[src/rtl/fsfc_pkg.sv]
package fsfc_pkg;

    localparam int ADDR_W = 24;
    localparam int DATA_W = 64;

    localparam logic [ADDR_W-1:0] REGION_BASE_RESET = 24'd12288;

    localparam logic [1:0] REQ_PUSH = 2'd0;
    localparam logic [1:0] REQ_POLL = 2'd1;
    localparam logic [1:0] REQ_FILL = 2'd2;

    localparam logic [2:0] KIND_SEND     = 3'd0;
    localparam logic [2:0] KIND_WR_CMD   = 3'd1;
    localparam logic [2:0] KIND_RD_CMD   = 3'd2;
    localparam logic [2:0] KIND_ERASE    = 3'd3;
    localparam logic [2:0] KIND_WR_DATA  = 3'd4;
    localparam logic [2:0] KIND_EMPTY    = 3'd5;

    typedef struct packed {
        logic [1:0]        req_type;
        logic [DATA_W-1:0] sample_low;
        logic [DATA_W-1:0] sample_high;
        logic [3:0]        fill_index;
    } req_t;

    typedef struct packed {
        logic [2:0]        result_kind;
        logic [ADDR_W-1:0] flash_address;
        logic [DATA_W-1:0] item_low;
        logic [DATA_W-1:0] item_high;
        logic              last;
    } res_t;

    typedef enum logic [2:0] {
        ST_IDLE  = 3'b001,
        ST_FLUSH = 3'b010,
        ST_ERASE = 3'b100
    } state_t;

endpackage

[src/rtl/flash_spill_fifo_controller_unit.sv]
// Flash-backed circular log controller. An item is taken when start is high and busy is low;
// every result appears on result for exactly one cycle with result_valid high and cannot be
// held off, so the receiver must take each beat as it comes. The push that fills the staging
// buffer makes the block busy in ST_FLUSH while the write command goes out and the staged
// records are read out of the staging memory (one read port, one record per cycle). A poll
// gives its result in the next cycle; when a sector erase command follows, the block is busy
// in ST_ERASE until it is issued. A fill gives no result. Results are registered.
module flash_spill_fifo_controller_unit #(
    parameter int ITEMS_PER_BLOCK   = 16,
    parameter int BLOCKS_PER_SECTOR = 16,
    parameter int SECTOR_COUNT      = 2,
    parameter int BLOCK_BYTES       = 256,
    parameter int SECTOR_BYTES      = 4096
) (
    input  logic                                 clk,
    input  logic                                 rst_n,
    input  logic                                 start,
    output logic                                 busy,
    input  fsfc_pkg::req_t                       req,
    output logic                                 result_valid,
    output fsfc_pkg::res_t                       result,
    input  logic                                 cfg_we,
    input  logic [fsfc_pkg::ADDR_W-1:0]          cfg_wdata
);
    import fsfc_pkg::*;

    localparam int ITEM_W = $clog2(ITEMS_PER_BLOCK);
    localparam int BLK_W  = (BLOCKS_PER_SECTOR > 1) ? $clog2(BLOCKS_PER_SECTOR) : 1;
    localparam int SEC_W  = (SECTOR_COUNT > 1) ? $clog2(SECTOR_COUNT) : 1;
    localparam int TOTAL  = ITEMS_PER_BLOCK * BLOCKS_PER_SECTOR * SECTOR_COUNT;
    localparam int LIN_W  = $clog2(TOTAL);

    localparam logic [ITEM_W-1:0] ITEM_LAST = ITEM_W'(ITEMS_PER_BLOCK - 1);
    localparam logic [BLK_W-1:0]  BLK_LAST  = BLK_W'(BLOCKS_PER_SECTOR - 1);
    localparam logic [SEC_W-1:0]  SEC_LAST  = SEC_W'(SECTOR_COUNT - 1);
    localparam logic [LIN_W-1:0]  LIN_LAST  = LIN_W'(TOTAL - 1);

    // record memories
    logic [2*DATA_W-1:0] stage_mem [ITEMS_PER_BLOCK];
    logic [2*DATA_W-1:0] rx_mem    [ITEMS_PER_BLOCK];
    logic [2*DATA_W-1:0] stage_q;
    logic [2*DATA_W-1:0] rx_q;

    logic                stage_we;
    logic                stage_re;
    logic [ITEM_W-1:0]   stage_raddr;
    logic                rx_we;
    logic [ITEM_W-1:0]   rx_waddr;
    logic                rx_re;

    state_t              state_reg, state_next;
    logic [ADDR_W-1:0]   base_reg;
    logic [ITEM_W-1:0]   wr_item_reg, wr_item_next;
    logic [BLK_W-1:0]    wr_block_reg, wr_block_next;
    logic [SEC_W-1:0]    wr_sector_reg, wr_sector_next;
    logic [ITEM_W-1:0]   rd_item_reg, rd_item_next;
    logic [BLK_W-1:0]    rd_block_reg, rd_block_next;
    logic [SEC_W-1:0]    rd_sector_reg, rd_sector_next;
    logic                rx_loaded_reg, rx_loaded_next;
    logic [LIN_W-1:0]    wr_lin_reg, wr_lin_next;
    logic [LIN_W-1:0]    rd_lin_reg, rd_lin_next;
    logic [ITEM_W-1:0]   flush_cnt_reg, flush_cnt_next;
    logic [ADDR_W-1:0]   erase_addr_reg, erase_addr_next;

    logic                valid_reg, valid_next;
    logic [2:0]          kind_reg, kind_next;
    logic [ADDR_W-1:0]   addr_reg, addr_next;
    logic                last_reg, last_next;
    logic                data_en_reg, data_en_next;
    logic                src_rx_reg, src_rx_next;

    logic                accept;
    logic [LIN_W:0]      span;
    logic                send_now;

    function automatic logic [ADDR_W-1:0] blk_addr(input logic [SEC_W-1:0] s,
                                                   input logic [BLK_W-1:0] b);
        blk_addr = base_reg + ADDR_W'(s) * ADDR_W'(SECTOR_BYTES)
                 + ADDR_W'(b) * ADDR_W'(BLOCK_BYTES);
    endfunction

    assign busy   = (state_reg != ST_IDLE);
    assign accept = start && !busy;

    // write minus read, modulo ring size
    always_comb
    begin
        if (wr_lin_reg >= rd_lin_reg)
        begin
            span = {1'b0, wr_lin_reg} - {1'b0, rd_lin_reg};
        end
        else
        begin
            span = {1'b0, wr_lin_reg} + (LIN_W + 1)'(TOTAL) - {1'b0, rd_lin_reg};
        end
    end

    always_comb
    begin
        state_next      = state_reg;
        wr_item_next    = wr_item_reg;
        wr_block_next   = wr_block_reg;
        wr_sector_next  = wr_sector_reg;
        rd_item_next    = rd_item_reg;
        rd_block_next   = rd_block_reg;
        rd_sector_next  = rd_sector_reg;
        rx_loaded_next  = rx_loaded_reg;
        wr_lin_next     = wr_lin_reg;
        rd_lin_next     = rd_lin_reg;
        flush_cnt_next  = flush_cnt_reg;
        erase_addr_next = erase_addr_reg;
        valid_next      = 1'b0;
        kind_next       = kind_reg;
        addr_next       = addr_reg;
        last_next       = last_reg;
        data_en_next    = data_en_reg;
        src_rx_next     = src_rx_reg;
        stage_we        = 1'b0;
        stage_re        = 1'b0;
        stage_raddr     = rd_item_reg;
        rx_we           = 1'b0;
        rx_waddr        = ITEM_W'(req.fill_index);
        rx_re           = 1'b0;
        send_now        = 1'b0;

        case (state_reg)
            ST_IDLE:
            begin
                if (accept)
                begin
                    case (req.req_type)
                        REQ_PUSH:
                        begin
                            stage_we     = 1'b1;
                            wr_lin_next  = (wr_lin_reg == LIN_LAST) ? '0 : wr_lin_reg + 1'b1;
                            wr_item_next = (wr_item_reg == ITEM_LAST) ? '0 : wr_item_reg + 1'b1;
                            if (wr_item_reg == ITEM_LAST)
                            begin
                                valid_next     = 1'b1;
                                kind_next      = KIND_WR_CMD;
                                addr_next      = blk_addr(wr_sector_reg, wr_block_reg);
                                last_next      = 1'b0;
                                data_en_next   = 1'b0;
                                flush_cnt_next = '0;
                                state_next     = ST_FLUSH;
                                wr_block_next  = (wr_block_reg == BLK_LAST) ? '0
                                               : wr_block_reg + 1'b1;
                                if (wr_block_reg == BLK_LAST)
                                begin
                                    wr_sector_next = (wr_sector_reg == SEC_LAST) ? '0
                                                   : wr_sector_reg + 1'b1;
                                end
                            end
                        end
                        REQ_POLL:
                        begin
                            valid_next   = 1'b1;
                            addr_next    = '0;
                            last_next    = 1'b1;
                            data_en_next = 1'b0;
                            if (rx_loaded_reg)
                            begin
                                rx_re        = 1'b1;
                                src_rx_next  = 1'b1;
                                send_now     = 1'b1;
                            end
                            else if (span >= (LIN_W + 1)'(ITEMS_PER_BLOCK))
                            begin
                                kind_next      = KIND_RD_CMD;
                                addr_next      = blk_addr(rd_sector_reg, rd_block_reg);
                                rx_loaded_next = 1'b1;
                            end
                            else if (span != '0)
                            begin
                                stage_re    = 1'b1;
                                src_rx_next = 1'b0;
                                send_now    = 1'b1;
                            end
                            else
                            begin
                                kind_next = KIND_EMPTY;
                            end
                            if (send_now)
                            begin
                                kind_next    = KIND_SEND;
                                data_en_next = 1'b1;
                                rd_lin_next  = (rd_lin_reg == LIN_LAST) ? '0 : rd_lin_reg + 1'b1;
                                rd_item_next = (rd_item_reg == ITEM_LAST) ? '0
                                             : rd_item_reg + 1'b1;
                                if (rd_item_reg == ITEM_LAST)
                                begin
                                    rx_loaded_next = 1'b0;
                                    rd_block_next  = (rd_block_reg == BLK_LAST) ? '0
                                                   : rd_block_reg + 1'b1;
                                    if (rd_block_reg == BLK_LAST)
                                    begin
                                        // sector finished, erase follows
                                        last_next       = 1'b0;
                                        erase_addr_next = blk_addr(rd_sector_reg, '0);
                                        state_next      = ST_ERASE;
                                        rd_sector_next  = (rd_sector_reg == SEC_LAST) ? '0
                                                        : rd_sector_reg + 1'b1;
                                    end
                                end
                            end
                        end
                        REQ_FILL:
                        begin
                            rx_we = (32'(req.fill_index) < 32'(ITEMS_PER_BLOCK));
                        end
                        default:
                        begin
                        end
                    endcase
                end
            end
            ST_FLUSH:
            begin
                stage_re     = 1'b1;
                stage_raddr  = flush_cnt_reg;
                src_rx_next  = 1'b0;
                valid_next   = 1'b1;
                kind_next    = KIND_WR_DATA;
                addr_next    = '0;
                data_en_next = 1'b1;
                last_next    = (flush_cnt_reg == ITEM_LAST);
                if (flush_cnt_reg == ITEM_LAST)
                begin
                    state_next = ST_IDLE;
                end
                else
                begin
                    flush_cnt_next = flush_cnt_reg + 1'b1;
                end
            end
            ST_ERASE:
            begin
                valid_next   = 1'b1;
                kind_next    = KIND_ERASE;
                addr_next    = erase_addr_reg;
                data_en_next = 1'b0;
                last_next    = 1'b1;
                state_next   = ST_IDLE;
            end
            default:
            begin
                state_next = ST_IDLE;
            end
        endcase
    end

    always_ff @(posedge clk)
    begin
        if (stage_we)
        begin
            stage_mem[wr_item_reg] <= {req.sample_high, req.sample_low};
        end
        if (stage_re)
        begin
            stage_q <= stage_mem[stage_raddr];
        end
    end

    always_ff @(posedge clk)
    begin
        if (rx_we)
        begin
            rx_mem[rx_waddr] <= {req.sample_high, req.sample_low};
        end
        if (rx_re)
        begin
            rx_q <= rx_mem[rd_item_reg];
        end
    end

    always_ff @(posedge clk or negedge rst_n)
    begin
        if (!rst_n)
        begin
            state_reg     <= ST_IDLE;
            base_reg      <= REGION_BASE_RESET;
            wr_item_reg   <= '0;
            wr_block_reg  <= '0;
            wr_sector_reg <= '0;
            rd_item_reg   <= '0;
            rd_block_reg  <= '0;
            rd_sector_reg <= '0;
            rx_loaded_reg <= 1'b0;
            wr_lin_reg    <= '0;
            rd_lin_reg    <= '0;
            flush_cnt_reg <= '0;
            valid_reg     <= 1'b0;
        end
        else
        begin
            state_reg     <= state_next;
            if (cfg_we)
            begin
                base_reg <= cfg_wdata;
            end
            wr_item_reg   <= wr_item_next;
            wr_block_reg  <= wr_block_next;
            wr_sector_reg <= wr_sector_next;
            rd_item_reg   <= rd_item_next;
            rd_block_reg  <= rd_block_next;
            rd_sector_reg <= rd_sector_next;
            rx_loaded_reg <= rx_loaded_next;
            wr_lin_reg    <= wr_lin_next;
            rd_lin_reg    <= rd_lin_next;
            flush_cnt_reg <= flush_cnt_next;
            valid_reg     <= valid_next;
        end
    end

    // result beat payload
    always_ff @(posedge clk)
    begin
        erase_addr_reg <= erase_addr_next;
        kind_reg       <= kind_next;
        addr_reg       <= addr_next;
        last_reg       <= last_next;
        data_en_reg    <= data_en_next;
        src_rx_reg     <= src_rx_next;
    end

    always_comb
    begin
        result.result_kind   = kind_reg;
        result.flash_address = addr_reg;
        result.last          = last_reg;
        if (!data_en_reg)
        begin
            result.item_low  = '0;
            result.item_high = '0;
        end
        else if (src_rx_reg)
        begin
            result.item_low  = rx_q[DATA_W-1:0];
            result.item_high = rx_q[2*DATA_W-1:DATA_W];
        end
        else
        begin
            result.item_low  = stage_q[DATA_W-1:0];
            result.item_high = stage_q[2*DATA_W-1:DATA_W];
        end
    end

    assign result_valid = valid_reg;

endmodule
[config.mk]
export PLATFORM = sky130hd
export DESIGN_NAME = flash_spill_fifo_controller_unit
export DESIGN_NICKNAME = d
export VERILOG_FILES = /design/src/rtl/fsfc_pkg.sv /design/src/rtl/flash_spill_fifo_controller_unit.sv
export SDC_FILE = /design/constraint.sdc
export NUM_CORES = 2
export LEC_CHECK = 0
export ABC_CLOCK_PERIOD_IN_PS = 13600
export BUFFER_PORTS_ARGS = -buffer_cell sky130_fd_sc_hd__buf_2
export CAP_MARGIN = 20
export CORE_UTILIZATION = 40
export DETAILED_ROUTE_END_ITERATION = 16
export SLEW_MARGIN = 40
export SYNTH_ARGS = -nofsm -noshare
export SYNTH_HDL_FRONTEND = slang
export SYNTH_SLANG_ARGS = --single-unit
[constraint.sdc]
create_clock -name clk -period 13.6 [get_ports clk]
set_input_delay 0.68 -clock clk [delete_from_list [all_inputs] [get_ports clk]]
set_output_delay 0.68 -clock clk [all_outputs]
set_load 0.05 [all_outputs]
# ---- After elaboration in Yosys (flattened, before gate mapping)
# Memories as Yosys holds them, arrays and structs flattened. A register that Yosys moved wholly into a read port is not among the register bits.
# Cells that the tools add are included.
# Widths: inputs -> output; s select.
dict set report classes {
  n_addsub 16
  n_reduce_logical 19
  order_cmp 2
  muxes 88
  n_eq_ne 28
}
# operator n
set ops {}
lappend ops {{$mux 128} 2}
lappend ops {{$mux 24} 4}
lappend ops {{$pmux 24 s3} 1}
lappend ops {{$add 24x12->24} 2}
lappend ops {{$add 24x13->24} 2}
lappend ops {{$pmux 24 s2} 1}
lappend ops {{$mux 1} 43}
lappend ops {{$mux 3} 12}
lappend ops {{$mux 4} 9}
lappend ops {{$add 4x1->4 const B} 5}
lappend ops {{$eq 4x4->1 const B} 5}
lappend ops {{$reduce_and 5->1} 4}
lappend ops {{$add 9x1->9 const B} 2}
lappend ops {{$eq 9x9->1 const B} 2}
lappend ops {{$mux 9} 2}
lappend ops {{$ne 3x3->1 const B} 6}
lappend ops {{$pmux 3 s2} 3}
lappend ops {{$pmux 1 s2} 6}
lappend ops {{$reduce_and 4->1} 3}
lappend ops {{$reduce_and 6->1} 2}
lappend ops {{$add 9x10->10 const B} 1}
lappend ops {{$ge 10x5->1 const B} 1}
lappend ops {{$mux 10} 1}
lappend ops {{$reduce_bool 10->1} 1}
lappend ops {{25 further kinds} 33}
dict set report word_totals {
  register_bits 123
  in_bits 162
  out_inout_bits 158
  memories 2
  word_cells 174
  ram_bits 4096
}
# memory depth width read_ports rd_clocked_by_memory_dff write_ports line
set mem_list {}
lappend mem_list {rx_mem 16 128 1 1 1 flash_spill_fifo_controller_unit.sv:40} ;# logic [2*DATA_W-1:0] rx_mem [ITEMS_PER_BLOCK];
lappend mem_list {stage_mem 16 128 1 1 1 flash_spill_fifo_controller_unit.sv:39} ;# logic [2*DATA_W-1:0] stage_mem [ITEMS_PER_BLOCK];

# ---- Logic depth before layout (Yosys ltp)
dict set report depth {
  ltp_word 14
  ltp_mapped 12
  ltp_nobuf 10
}

# ---- Worst setup path before layout
# No wires, ideal clock.
dict set report synth_timing {
  path_kind {input-to-reg}
  from {input start}
  to {memory rx_mem[0][0] (netlist bit) (enable)}
  n_path_buf 0
  setup_ps 774
  arrival_time_ps 10135
  t_required_ps 12826
  path_slack_ps 2691
  cell_stages 5
  cell_sequence {nand3_1 nor2_1 nand2_1 or3_1 nor3_1}
}
dict set report synth_via {
  elab_chain_cells 5
}
# item line
set synth_rtl {}
lappend synth_rtl {{from (decl)} flash_spill_fifo_controller_unit.sv:17} ;# input logic start,
lappend synth_rtl {{$logic_and 1x1->1} flash_spill_fifo_controller_unit.sv:83} ;# assign accept = start && !busy;
lappend synth_rtl {{$mux 1} flash_spill_fifo_controller_unit.sv:129} ;# if (accept)
lappend synth_rtl {{$mux 1} flash_spill_fifo_controller_unit.sv:126} ;# case (state_reg)
lappend synth_rtl {{$mux 1} flash_spill_fifo_controller_unit.sv:266} ;# if (rx_we)
lappend synth_rtl {{$mux 1 (implied by the code)} flash_spill_fifo_controller_unit.sv:268} ;# rx_mem[rx_waddr] <= {req.sample_high, req.sample_low};
lappend synth_rtl {{to (decl)} flash_spill_fifo_controller_unit.sv:40}
# No other way between the ends.

==> flow_summary.toml <==
[status]
status = "finished clean"

[finish]
area_delta_synth_final_pct = 13.90
drive_gt1_frac = 0.2561
final_cell_mix = "edfxtp_1, mux4_2, nand2_1"
multi_input_area_sq_um = 35690
layout_commonest_cell = "edfxtp_1"
ff_latch_area_sq_um = 134100
n_fill_cell = 35290
top_regs = "rx_mem x2048, stage_mem x2048"
nNetsFinal = 8680
utilization = 0.4576

[yosys]
synth.distinct_cells = 65
avgSynthCellArea_sq_um = 21.68
synthFlopType = "edfxtp_1"
yosysTopAreaCell = "edfxtp_1"
yosys_warnings = 0
synth.cell_area_sq_um = 171500
synthTopCellsByArea = "edfxtp_1, mux4_2, mux2i_1, nand2_1, dfrtp_1"
ys_seq_area_frac = 0.7814
netlist.area_leader.share = 0.7713
synth_fp_nets = 8110
async_flop_share = 0.01542
ys_ff_latch = 4475
netlist_instances = 7913
synth_edf_count = 4406

[placed_design]
dp_slack_ns = 8.150
io_buffer_count = 319
dpl.hpwl_mm = 234.4
routabilityCongestion = 0.7597

[clock_network]
cts_max_path_buffers = 4
clk_pin_slew_ns = 0.06
ctsHoldBuffers = 25
cts_buffers = 442
ctsResizeCount = 0
insertion_delay_ns = 1.01
cts_setup_buffers = 0
root_buffer = "clkbuf_16"
cts.htree.levels = 5
cts_tree = "done"
clock-sinks = 4475

[timing]
fin_setup_tns_ns = 0
min_period_ns = 5.256
finalMaxSlewViolations = 0
fmax_ghz = 0.1903
setup_viol = 0
finalClockSkew_ns = 0.09283
worst-slew-pin-transition_ns = 0.9350
fin_crit_sh = 0.3865
fin_ws_ns = 8.344
timing.slew.headroom = 0.3767
hold_viol_final = 0
holdWs_ns = 0.1332
rsz0062_at_grt = "no"

[die]
io_pins = 320
initial_core_util = 0.4017
die-area_sq_um = 431500
die_x_microns = 656.9
row_count = 240
core_sq_um = 427000
die_h_microns = 656.9

[detailed_routing]
wire_per_inst_microns = 31.02
finalWirelength_mm = 451.6
ant_nets = 0
detail_route.iter0.violations = 9069
first_pass_iters = 7
drc = 0
viasPerCell = 5.762
num_vias = 83900

[grt]
grt_max_degree = 116
grt_use_total = 0.2057
grt_pass1_wl_mm = 640.5
antenna_found_initial = 84
overflow = 0
grt_pass1_vias = 85140

[worst_setup_path]
critPathKind = "reg -> out"
critPathMaxFanout = 32
end_kind = "output pin"
startpoint_type = "flop"
worstPathRequired_ns = 12.92
arrival_ns = 4.58

[power]
power.total_mw = 35.71
power.density_nw_per_um2 = 182.8
p_leak_nw = 62.19
peakVddDrop_uv = 177.6

[min_path]
hold_path_class = "in -> reg"

[run]
maxCapViolations = 0
-- metrics by stage --
step | instances | cell area (sq um)
detailed placement | 13690 | 181000
global placement | 13660 | 180100
finish | 14560 | 195400
CTS | 14530 | 195100
floorplan | 7913 | 171500
global route | 14550 | 195400
-- worst max-delay path, cell delays in order (launching register included) --
cell and delay, ns:
edfxtp_1 0.41, buf_4 0.57, buf_4 0.53, buf_6 0.60, mux2i_1 0.76, nor2b_1 0.23, buf_2 0.29
-- path summary, 6_finish.rpt --
check                             start                end  slack (ns)  cells past startpoint
min in group asynchronous         rst_n       base_reg[18]        0.32                      3
max reg2reg                state_reg[1]   stage_mem[3][63]        8.56                      7
min                            req[132]    wr_block_reg[1]        0.13                      3
max in group asynchronous         rst_n      wr_lin_reg[2]       12.68                      3
max                          src_rx_reg          result[5]        8.34                      6
min reg2reg                 base_reg[2]  erase_addr_reg[2]        0.47                      0
-- kinds of logic (layout without fill, tap and decap cells) --
| logic type | Yosys count | after routing | share of synthesized area |
|---|---|---|---|
| AOI/OAI and AO/OA | 573 | 573 | 0.02149 |
| xor gates and xnor gates | 48 | 48 | 0.002451 |
| adders and majority gates | 35 | 35 | 0.002684 |
| buffers and inverters | 457 | 1395 | 0.01246 |
| DFF | 4475 | 4475 | 0.7814 |
| muxes | 1364 | 1364 | 0.1530 |
| other | 0 | 21 | 0 |
| and+or+nand+nor | 961 | 961 | 0.02657 |
-- routing by layer --
| metal | up-vias | part of all wire | global-route usage |
|---|---|---|---|
| met2 | 3498 | 0.49 | 0.3425 |
| li1 | 34060 | - | - |
| met5 | - | 0.00049 | 0 |
| met1 | 45640 | 0.41 | 0.2869 |
| met3 | 665 | 0.074 | 0.03214 |
| met4 | 34 | 0.023 | 0.04615 |
-- Yosys cell counts (all sizes together), types with 7 or more instances --
cell and count:
a211oi 48, a21o 7, a21oi 62, a221oi 50, a22o 10, a22oi 61, a31oi 134, and2 11
and3 98, buf 193, clkbuf 234, dfrtp 66, edfxtp 4406, ha 32, inv 30, mux2 78
mux2i 288, mux4 998, nand2 535, nand2b 12, nand3 19, nand4 15, nor2 50, nor2b 180
nor3 14, o21ai 159, o31ai 7, o41ai 7, xnor2 32, xor2 16
-- where the power goes --
part | total (mW) | internal (mW) | switching (mW)
Combinational | 8.15 | 3.64 | 4.51
Sequential | 15.8 | 15.7 | 0.168
Clock | 11.7 | 6.52 | 5.21
Total | 35.7 | 25.8 | 9.88
-- cell type report --
type                    count  share of cell area
well taps                5687             0.03642
multi-input cells        2981              0.1827
flip-flops and latches   4475              0.6861
diodes                     21           0.0002689
clock inverters           269             0.01170
repair buffers            553             0.02332
clock buffers             543             0.05898
inverters                  30           0.0005763
(Power assumes the default switching activity.)
